<file path="config.mk">
export PLATFORM = sky130hd
export DESIGN_NAME = vector_draw_command_decoder_unit_flat
export DESIGN_NICKNAME = d
export VERILOG_FILES = /design/src/hw/rtl/vdcd_pkg.sv /design/src/hw/rtl/vdcd_byte_if.sv /design/src/hw/rtl/vdcd_result_if.sv /design/src/hw/rtl/vector_draw_command_decoder_unit.sv /design/src/hw/rtl/vdcd_core.sv /design/src/flat_wrapper.sv
export SDC_FILE = /design/constraint.sdc
export NUM_CORES = 1
export LEC_CHECK = 0
export BUFFER_PORTS_ARGS = -buffer_cell sky130_fd_sc_hd__buf_2
export CAP_MARGIN = 20
export CORE_ASPECT_RATIO = 1.4
export CORE_MARGIN = 5
export CORE_UTILIZATION = 60
export CTS_CLUSTER_SIZE = 8
export DETAILED_ROUTE_END_ITERATION = 8
export PLACE_DENSITY = 0.81
export SYNTH_ARGS = -nofsm -noshare
export SYNTH_HDL_FRONTEND = slang
export SYNTH_SLANG_ARGS = --single-unit
</file>
<file path="constraint.sdc">
create_clock -name clk -period 11.4 [get_ports clk]
set_input_delay 1.14 -clock clk [delete_from_list [all_inputs] [get_ports clk]]
set_output_delay 1.14 -clock clk [all_outputs]
set_load 0.02 [all_outputs]
</file>
<file path="src/hw/rtl/vdcd_pkg.sv">
// Package for the vector draw command decoder: opcodes, tool codes,
// command codes and the result record shared by the core and the top level.
// Depends on nothing.
package vdcd_pkg;

  localparam int unsigned CODE_W = 8;
  localparam int unsigned ARG_W  = 6;
  localparam int unsigned CMD_W  = 3;
  localparam int unsigned OUT_W  = 32;

  localparam logic [1:0] OP_DX   = 2'd0;
  localparam logic [1:0] OP_DY   = 2'd1;
  localparam logic [1:0] OP_DATA = 2'd2;
  localparam logic [1:0] OP_TOOL = 2'd3;

  localparam logic [ARG_W-1:0] TOOL_PEN    = 6'd0;
  localparam logic [ARG_W-1:0] TOOL_PAUSE  = 6'd1;
  localparam logic [ARG_W-1:0] TOOL_CLEAR  = 6'd2;
  localparam logic [ARG_W-1:0] TOOL_KEY    = 6'd3;
  localparam logic [ARG_W-1:0] TOOL_COLOUR = 6'd4;

  localparam logic [CMD_W-1:0] CMD_LINE   = 3'd0;
  localparam logic [CMD_W-1:0] CMD_PAUSE  = 3'd1;
  localparam logic [CMD_W-1:0] CMD_CLEAR  = 3'd2;
  localparam logic [CMD_W-1:0] CMD_KEY    = 3'd3;
  localparam logic [CMD_W-1:0] CMD_COLOUR = 3'd4;

  typedef struct packed {
    logic [CMD_W-1:0]        command;
    logic signed [OUT_W-1:0] x_start;
    logic signed [OUT_W-1:0] y_start;
    logic signed [OUT_W-1:0] x_end;
    logic signed [OUT_W-1:0] y_end;
    logic [OUT_W-1:0]        value;
  } result_t;

endpackage

</file>
<file path="src/hw/rtl/vdcd_byte_if.sv">
// Input channel of the vector draw command decoder: one command byte per item.
// Depends on vdcd_pkg.
interface vdcd_byte_if;
  logic                         valid;
  logic                         ready;
  logic [vdcd_pkg::CODE_W-1:0]  code_byte;

  modport source(output valid, output code_byte, input ready);
  modport sink(input valid, input code_byte, output ready);
endinterface

</file>
<file path="src/hw/rtl/vdcd_result_if.sv">
// Result channel of the vector draw command decoder: one drawing action per item.
// Depends on vdcd_pkg.
interface vdcd_result_if;
  logic                                valid;
  logic                                ready;
  logic [vdcd_pkg::CMD_W-1:0]          command;
  logic signed [vdcd_pkg::OUT_W-1:0]   x_start;
  logic signed [vdcd_pkg::OUT_W-1:0]   y_start;
  logic signed [vdcd_pkg::OUT_W-1:0]   x_end;
  logic signed [vdcd_pkg::OUT_W-1:0]   y_end;
  logic [vdcd_pkg::OUT_W-1:0]          value;

  modport source(output valid, output command, output x_start, output y_start,
                 output x_end, output y_end, output value, input ready);
  modport sink(input valid, input command, input x_start, input y_start,
               input x_end, input y_end, input value, output ready);
endinterface

</file>
<file path="src/hw/rtl/vector_draw_command_decoder_unit.sv">
// Top level of the vector draw command decoder: input register, decoder core
// and result register. Depends on vdcd_pkg, vdcd_byte_if, vdcd_result_if, vdcd_core.
//
//   Channel   Direction  Payload                                        Handshake
//   in_byte   sink       code_byte[7:0]                                 valid/ready
//   out_res   source     command, x_start, y_start, x_end, y_end, value valid/ready
//
// One item is taken per cycle unless a held result stalls the input register; a byte
// is held in the input register and its action, if any, then in the result register.
// All state updates happen as the byte leaves the input register.
// Reset is synchronous and clears both register valids and the core state.
// A held result stalls only a byte that produces a result; other bytes pass it.
module vector_draw_command_decoder_unit #(
  parameter int unsigned MAX_DATA_BYTES = 10,
  parameter int unsigned COORD_WIDTH    = 32
) (
  input  logic           clk,
  input  logic           rst_n,
  vdcd_byte_if.sink      in_byte,
  vdcd_result_if.source  out_res
);

  logic                        s1_v_r;
  logic [vdcd_pkg::CODE_W-1:0] s1_byte_r;
  logic                        out_v_r;
  vdcd_pkg::result_t           out_r;
  logic                        emit;
  vdcd_pkg::result_t           result;
  logic                        adv;

  vdcd_core #(
    .MAX_DATA_BYTES (MAX_DATA_BYTES),
    .COORD_WIDTH    (COORD_WIDTH)
  ) u_core (
    .clk       (clk),
    .rst_n     (rst_n),
    .adv       (adv),
    .code_byte (s1_byte_r),
    .emit      (emit),
    .result    (result)
  );

  assign adv           = s1_v_r && (!out_v_r || out_res.ready || !emit);
  assign in_byte.ready = !s1_v_r || adv;

  always_ff @(posedge clk) begin
    if (!rst_n) begin
      s1_v_r <= 1'b0;
    end else if (in_byte.ready) begin
      s1_v_r <= in_byte.valid;
    end
  end

  always_ff @(posedge clk) begin
    if (in_byte.valid && in_byte.ready) begin
      s1_byte_r <= in_byte.code_byte;
    end
  end

  always_ff @(posedge clk) begin
    if (!rst_n) begin
      out_v_r <= 1'b0;
    end else if (adv && emit) begin
      out_v_r <= 1'b1;
    end else if (out_res.ready) begin
      out_v_r <= 1'b0;
    end
  end

  always_ff @(posedge clk) begin
    if (adv && emit) begin
      out_r <= result;
    end
  end

  assign out_res.valid   = out_v_r;
  assign out_res.command = out_r.command;
  assign out_res.x_start = out_r.x_start;
  assign out_res.y_start = out_r.y_start;
  assign out_res.x_end   = out_r.x_end;
  assign out_res.y_end   = out_r.y_end;
  assign out_res.value   = out_r.value;

endmodule

</file>
<file path="src/hw/rtl/vdcd_core.sv">
// Decoder core: cursor, step, pen, operand accumulator and pause state, and the
// combinational decode of one command byte into the next state and a result.
// Depends on vdcd_pkg.
module vdcd_core #(
  parameter int unsigned MAX_DATA_BYTES = 10,
  parameter int unsigned COORD_WIDTH    = 32
) (
  input  logic                        clk,
  input  logic                        rst_n,
  input  logic                        adv,
  input  logic [vdcd_pkg::CODE_W-1:0] code_byte,
  output logic                        emit,
  output vdcd_pkg::result_t           result
);

  localparam int unsigned ACC_W  = 6 * MAX_DATA_BYTES;
  localparam int unsigned RAW_W  = ACC_W + vdcd_pkg::ARG_W;
  localparam int unsigned SW     = (RAW_W > COORD_WIDTH) ? RAW_W : COORD_WIDTH;
  localparam int unsigned SIDX_W = $clog2(SW);
  localparam int unsigned CNT_W  = $clog2(MAX_DATA_BYTES + 1);

  logic [COORD_WIDTH-1:0]         pos_x_r, pos_y_r, step_x_r;
  logic [COORD_WIDTH-1:0]         pos_x_nxt, pos_y_nxt, step_x_nxt;
  logic                           pen_r, pen_nxt;
  logic [ACC_W-1:0]               acc_r, acc_nxt;
  logic                           started_r, started_nxt;
  logic [CNT_W-1:0]               bytes_r, bytes_nxt;
  logic [vdcd_pkg::OUT_W-1:0]     pause_r, pause_nxt;

  logic [1:0]                     op;
  logic [vdcd_pkg::ARG_W-1:0]     arg;
  logic [SW-1:0]                  ext_in, ext_out;
  logic [SIDX_W-1:0]              sidx;
  logic                           sign_bit;
  logic [COORD_WIDTH-1:0]         step_val;
  logic [COORD_WIDTH-1:0]         new_x, new_y;

  assign op  = code_byte[7:6];
  assign arg = code_byte[5:0];

  // Accumulated operand sign-extended at its own length.
  assign ext_in   = SW'({acc_r, arg});
  assign sidx     = SIDX_W'(bytes_r) * SIDX_W'(6) + SIDX_W'(5);
  assign sign_bit = ext_in[sidx];

  always_comb begin
    for (int i = 0; i < SW; i++) begin
      ext_out[i] = (SIDX_W'(i) <= sidx) ? ext_in[i] : sign_bit;
    end
  end

  always_comb begin
    if (!started_r) begin
      step_val = COORD_WIDTH'($signed(arg));
    end else if (acc_r == '0) begin
      step_val = COORD_WIDTH'(arg);
    end else begin
      step_val = ext_out[COORD_WIDTH-1:0];
    end
  end

  assign new_x = pos_x_r + step_x_r;
  assign new_y = pos_y_r + step_val;

  always_comb begin
    pos_x_nxt   = pos_x_r;
    pos_y_nxt   = pos_y_r;
    step_x_nxt  = step_x_r;
    pen_nxt     = pen_r;
    acc_nxt     = acc_r;
    started_nxt = started_r;
    bytes_nxt   = bytes_r;
    pause_nxt   = pause_r;
    emit        = 1'b0;
    result      = '0;
    unique case (op)
      vdcd_pkg::OP_DX: begin
        step_x_nxt  = step_val;
        acc_nxt     = '0;
        started_nxt = 1'b0;
        bytes_nxt   = '0;
      end
      vdcd_pkg::OP_DY: begin
        acc_nxt     = '0;
        started_nxt = 1'b0;
        bytes_nxt   = '0;
        pos_x_nxt   = new_x;
        pos_y_nxt   = new_y;
        step_x_nxt  = '0;
        if (pen_r) begin
          emit           = 1'b1;
          result.command = vdcd_pkg::CMD_LINE;
          result.x_start = vdcd_pkg::OUT_W'($signed(pos_x_r));
          result.y_start = vdcd_pkg::OUT_W'($signed(pos_y_r));
          result.x_end   = vdcd_pkg::OUT_W'($signed(new_x));
          result.y_end   = vdcd_pkg::OUT_W'($signed(new_y));
        end
      end
      vdcd_pkg::OP_DATA: begin
        if (bytes_r < CNT_W'(MAX_DATA_BYTES)) begin
          acc_nxt     = ACC_W'({acc_r, arg});
          bytes_nxt   = bytes_r + CNT_W'(1);
          started_nxt = 1'b1;
        end
      end
      vdcd_pkg::OP_TOOL: begin
        unique case (arg)
          vdcd_pkg::TOOL_PEN: begin
            pen_nxt = !pen_r;
          end
          vdcd_pkg::TOOL_PAUSE: begin
            if (acc_r != '0) begin
              pause_nxt = vdcd_pkg::OUT_W'(acc_r);
            end
            acc_nxt        = '0;
            started_nxt    = 1'b0;
            bytes_nxt      = '0;
            emit           = 1'b1;
            result.command = vdcd_pkg::CMD_PAUSE;
            result.value   = (acc_r != '0) ? vdcd_pkg::OUT_W'(acc_r) : pause_r;
          end
          vdcd_pkg::TOOL_CLEAR: begin
            emit           = 1'b1;
            result.command = vdcd_pkg::CMD_CLEAR;
          end
          vdcd_pkg::TOOL_KEY: begin
            emit           = 1'b1;
            result.command = vdcd_pkg::CMD_KEY;
          end
          vdcd_pkg::TOOL_COLOUR: begin
            acc_nxt        = '0;
            started_nxt    = 1'b0;
            bytes_nxt      = '0;
            emit           = 1'b1;
            result.command = vdcd_pkg::CMD_COLOUR;
            result.value   = vdcd_pkg::OUT_W'(acc_r);
          end
          default: begin
          end
        endcase
      end
      default: begin
      end
    endcase
  end

  always_ff @(posedge clk) begin
    if (!rst_n) begin
      pos_x_r   <= '0;
      pos_y_r   <= '0;
      step_x_r  <= '0;
      pen_r     <= 1'b0;
      acc_r     <= '0;
      started_r <= 1'b0;
      bytes_r   <= '0;
      pause_r   <= '0;
    end else if (adv) begin
      pos_x_r   <= pos_x_nxt;
      pos_y_r   <= pos_y_nxt;
      step_x_r  <= step_x_nxt;
      pen_r     <= pen_nxt;
      acc_r     <= acc_nxt;
      started_r <= started_nxt;
      bytes_r   <= bytes_nxt;
      pause_r   <= pause_nxt;
    end
  end

endmodule
</file>
<file path="src/flat_wrapper.sv">
// flat-port wrapper written by rule: the top's interface ports become plain ports
module vector_draw_command_decoder_unit_flat 
#(
  parameter int unsigned MAX_DATA_BYTES = 10,
  parameter int unsigned COORD_WIDTH    = 32
)
  (clk, rst_n, in_byte_valid, in_byte_code_byte, in_byte_ready, out_res_valid, out_res_command, out_res_x_start, out_res_y_start, out_res_x_end, out_res_y_end, out_res_value, out_res_ready);
  vdcd_byte_if in_byte_i ();
  vdcd_result_if out_res_i ();
  input  logic clk;
  input  logic rst_n;
  input wire logic [$bits(in_byte_i.valid)-1:0] in_byte_valid;
  input wire logic [$bits(in_byte_i.code_byte)-1:0] in_byte_code_byte;
  output wire logic [$bits(in_byte_i.ready)-1:0] in_byte_ready;
  output wire logic [$bits(out_res_i.valid)-1:0] out_res_valid;
  output wire logic [$bits(out_res_i.command)-1:0] out_res_command;
  output wire logic [$bits(out_res_i.x_start)-1:0] out_res_x_start;
  output wire logic [$bits(out_res_i.y_start)-1:0] out_res_y_start;
  output wire logic [$bits(out_res_i.x_end)-1:0] out_res_x_end;
  output wire logic [$bits(out_res_i.y_end)-1:0] out_res_y_end;
  output wire logic [$bits(out_res_i.value)-1:0] out_res_value;
  input wire logic [$bits(out_res_i.ready)-1:0] out_res_ready;
  assign in_byte_i.valid = in_byte_valid;
  assign in_byte_i.code_byte = in_byte_code_byte;
  assign in_byte_ready = in_byte_i.ready;
  assign out_res_valid = out_res_i.valid;
  assign out_res_command = out_res_i.command;
  assign out_res_x_start = out_res_i.x_start;
  assign out_res_y_start = out_res_i.y_start;
  assign out_res_x_end = out_res_i.x_end;
  assign out_res_y_end = out_res_i.y_end;
  assign out_res_value = out_res_i.value;
  assign out_res_i.ready = out_res_ready;
  vector_draw_command_decoder_unit #(.MAX_DATA_BYTES(MAX_DATA_BYTES), .COORD_WIDTH(COORD_WIDTH)) u_core (.clk(clk), .rst_n(rst_n), .in_byte(in_byte_i), .out_res(out_res_i));
endmodule
</file>
==> flow_summary.ini <==
[status]
status = finished, final reports clean

[pwr]
ir_worst_vdd_uv = 119
clkPwrFrac_pct = 47.7
p_seq_share_pct = 47.4
sw_frac_of_total_pct = 22.2
p_switching_uw = 652
power_uw = 2940
power.leakage_uw = 0.00845
power_frac_comb_pct = 4.9
power_density_nw_per_um2 = 144
intPower_uw = 2290

[synth]
ys_warn_count = 0
synth_enable_flop_cells = 171
synth.distinct_cells = 77
synthArstFlopShare_pct = 0
synth_area_um2 = 17800
ys_seq_area_share_pct = 51.0
ys_ff_latch = 367
syn_area_per_cell_um2 = 10.3
synthFlopType = dfxtp_1
netlist_instances = 1722
synth_nets = 1811

[die]
fp.dieArea_um2 = 33200
die_y_um = 214
core_area_um2 = 29300
row_count = 74
io_pins = 177
start_util_pct = 60.8
die_x_um = 155

[placement]
postPlaceCellArea_um2 = 18900
place_congestion = 0.907
post-dp-hpwl_um = 34500
io_buffers = 176

[setup_path]
critPathLaunchType = flip-flop
crit_arrival_ns = 7.99
critPathMaxStageDelay_ns = 0.88
crit_path_cell_trace = ha_1, fa_1, ha_1, and3_1, mux2_4, a221oi_2, nand4_1, a21oi_1, a21boi_1, mux2i_1, o21ai_1, ha_1, nand3_1, o22ai_1, nor3_1, nand2_1, a211oi_1, o311ai_1, a31oi_1, o21ai_0, xor2_1, mux2_1
crit_fanout = 17
crit_slowest_cell = dfxtp_1
worst_setup_path_end_kind = flip-flop
cpMostUsedCell = ha_1
cp_data_required_time_ns = 11.71
critPathKind = flip-flop to flip-flop

[global_route]
antenna_found_initial = 0
grt_max_degree = 90
grt_pass1_vias = 13700
grt_use_total_pct = 28.5
grt-ovfl-total = 0
grt_pass1_wl_um = 74600

[sta]
hold_viol_final = 0
fin_crit_ns = 7.68
rsz0062_at_grt = false
holdWs_ns = 0.452
period_share_pct = 67.4
max_slew_margin_pct = 25.7
setup_violations = 0
slew_viol_final = 0
fin_setup_tns_ns = 0
clock_skew_ns = 0.0291
fmax_mhz = 130
tightestPinTransition_ns = 1.11

[cells_and_area]
layout-drive-gt1-share_pct = 15.0
multi_input_area_um2 = 8190
fin_area_um2 = 20400
nets = 1952
area_growth_pct = 14.7
regArea_um2 = 9060
postLayoutCoreUtil_pct = 69.7
n_antenna_cell = 0
fillCellCount = 2201

[detailed_routing]
dr.pass1.iters = 8
drtIter0Drc = 1031
viasPerCell = 6.07
via_count = 13900
ant_nets = 0
drt-total-wl_um = 48300
route.detailed.drc = 0
wl_per_cell_um = 21.2

[clock_network]
h-tree-depth = 2
clk_latency_ns = 0.58
cts-root-buf = clkbuf_16
cts.path.max_buffers = 3
clock-sinks = 367
cts_resized = 0
postCtsSetupRepairBufs = 0
cts_buffers = 51
clk_pin_slew_ns = 0.05
holdBufCountCts = 0
tritoncts = done

[run]
drv_cap = 0

[min_path]
min_path_type = flip-flop to flip-flop
==> cells by family (layout without fill, tap and decap cells) <==
group / Yosys count / after routing / synth area share (%)
AO/OA/AOI/OAI: 434 / 434 / 15.8
adder cells (fa/ha/maj): 77 / 77 / 5.55
multiplexers: 70 / 70 / 4.74
flip-flops: 367 / 367 / 51.0
XOR/XNOR: 59 / 59 / 2.95
buffers and inverters: 144 / 324 / 3.20
AND/OR/NAND/NOR: 571 / 571 / 16.8
==> metrics by stage <==
stage               cells  setup WS, ns
global placement     2188          4.01
CTS                  2281          3.79
global route         2282          3.30
detailed placement   2189          3.81
floorplan            1722          2.56
finish               2282          3.72
==> layout by cell type (no fill, tap or decap), types with 15 or more instances in the layout <==
cell / instances
dfxtp_1: 196
buf_2: 175
edfxtp_1: 171
nand2_1: 113
nor2b_1: 102
nor2_1: 101
a21oi_1: 89
ha_1: 74
and3_1: 71
o21ai_0: 70
o21ai_1: 64
a22oi_1: 63
and2_1: 56
mux2i_1: 55
clkbuf_16: 53
clkbuf_1: 38
inv_1: 36
a22o_1: 32
nand3_1: 31
xnor2_1: 30
xor2_1: 28
a21o_1: 23
nor3_1: 21
buf_4: 17
nand2b_1: 16
nor4_1: 15
==> critical path: cells and delay by family, from the launching register on <==
kind                       cells  cell delay (ns)
AOI/OAI and AO/OA              9             2.54
xor gates and xnor gates       1             0.21
adders and majority gates      4             1.78
DFF                            1             0.88
muxes                          3             0.95
and+or+nand+nor                5             1.05
==> cell usage after synthesis (11+ instances only) <==
master      n  share of area, %
nand3_1    31              0.87
a22oi_1    63               2.7
inv_1      36              0.76
nor4_1     15              0.53
nand2_1   116               2.4
edfxtp_1  171                29
o21ai_1    65               1.8
a21oi_1    89               2.5
xnor2_1    30               1.5
dfxtp_1   196                22
clkbuf_1   77               1.6
buf_1      11              0.23
nor2b_1   103               3.6
nor2_1    103               2.2
and3_1     72               2.5
nor3_1     22              0.62
o21ai_0    70               2.0
nand2b_1   16              0.56
a21o_1     23              0.97
xor2_1     28               1.4
a22o_1     32               1.6
ha_1       74               5.2
mux2i_1    55               3.1
buf_2      17              0.48
and2_1     56               2.0
==> state kept, by name (all words and copies together), names as in the netlist <==
name                     count
u_core.out_res.command       3
u_core.out_res.valid         1
u_core.out_res.value        32
u_core.out_res.x_end        32
u_core.out_res.x_start      32
u_core.out_res.y_end        32
u_core.out_res.y_start      32
u_core.s1_byte_r             8
u_core.s1_v_r                1
u_core.u_core.acc_r         60
u_core.u_core.bytes_r        4
u_core.u_core.pause_r       32
u_core.u_core.pen_r          1
u_core.u_core.pos_x_r       32
u_core.u_core.pos_y_r       32
u_core.u_core.started_r      1
u_core.u_core.step_x_r      32
==> path summary, 6_finish.rpt <==
check	start	cells after the start	endpoint	slack (ns)
worst min-delay path	u_core.u_core.step_x_r[5]	2	u_core.u_core.step_x_r[5]	0.45
worst max-delay path	u_core.u_core.bytes_r[0]	22	u_core.out_res.y_end[31]	3.72
worst min register to register	u_core.u_core.step_x_r[5]	2	u_core.u_core.step_x_r[5]	0.45
worst max register to register	u_core.u_core.bytes_r[0]	22	u_core.out_res.y_end[31]	3.72
==> power groups by stage <==
stage,sequential (uW),combinational (uW),clock [uW]
after floorplan,1410,101,0
after CTS,1390,142,1420
after global placement,1420,138,0
final,1390,143,1400
after global routing,1390,155,1480
after detailed placement,1420,141,0
==> routing by layer <==
metal	routed length (um)	track usage, %
met5	0	0
met4	2710	15.0
met3	2490	3.94
met2	25100	51.9
met1	18000	32.6
==> area by class of cell <==
type / count / area share, %
inverters: 38 / 0.699
clock inverters: 1 / 0.0981
multi-input cells: 1211 / 40.1
clock buffers: 91 / 7.20
repair buffers: 194 / 5.12
well taps: 380 / 2.33
flip-flops and latches: 367 / 44.4
Note: power is estimated with default switching activity, not from simulation.
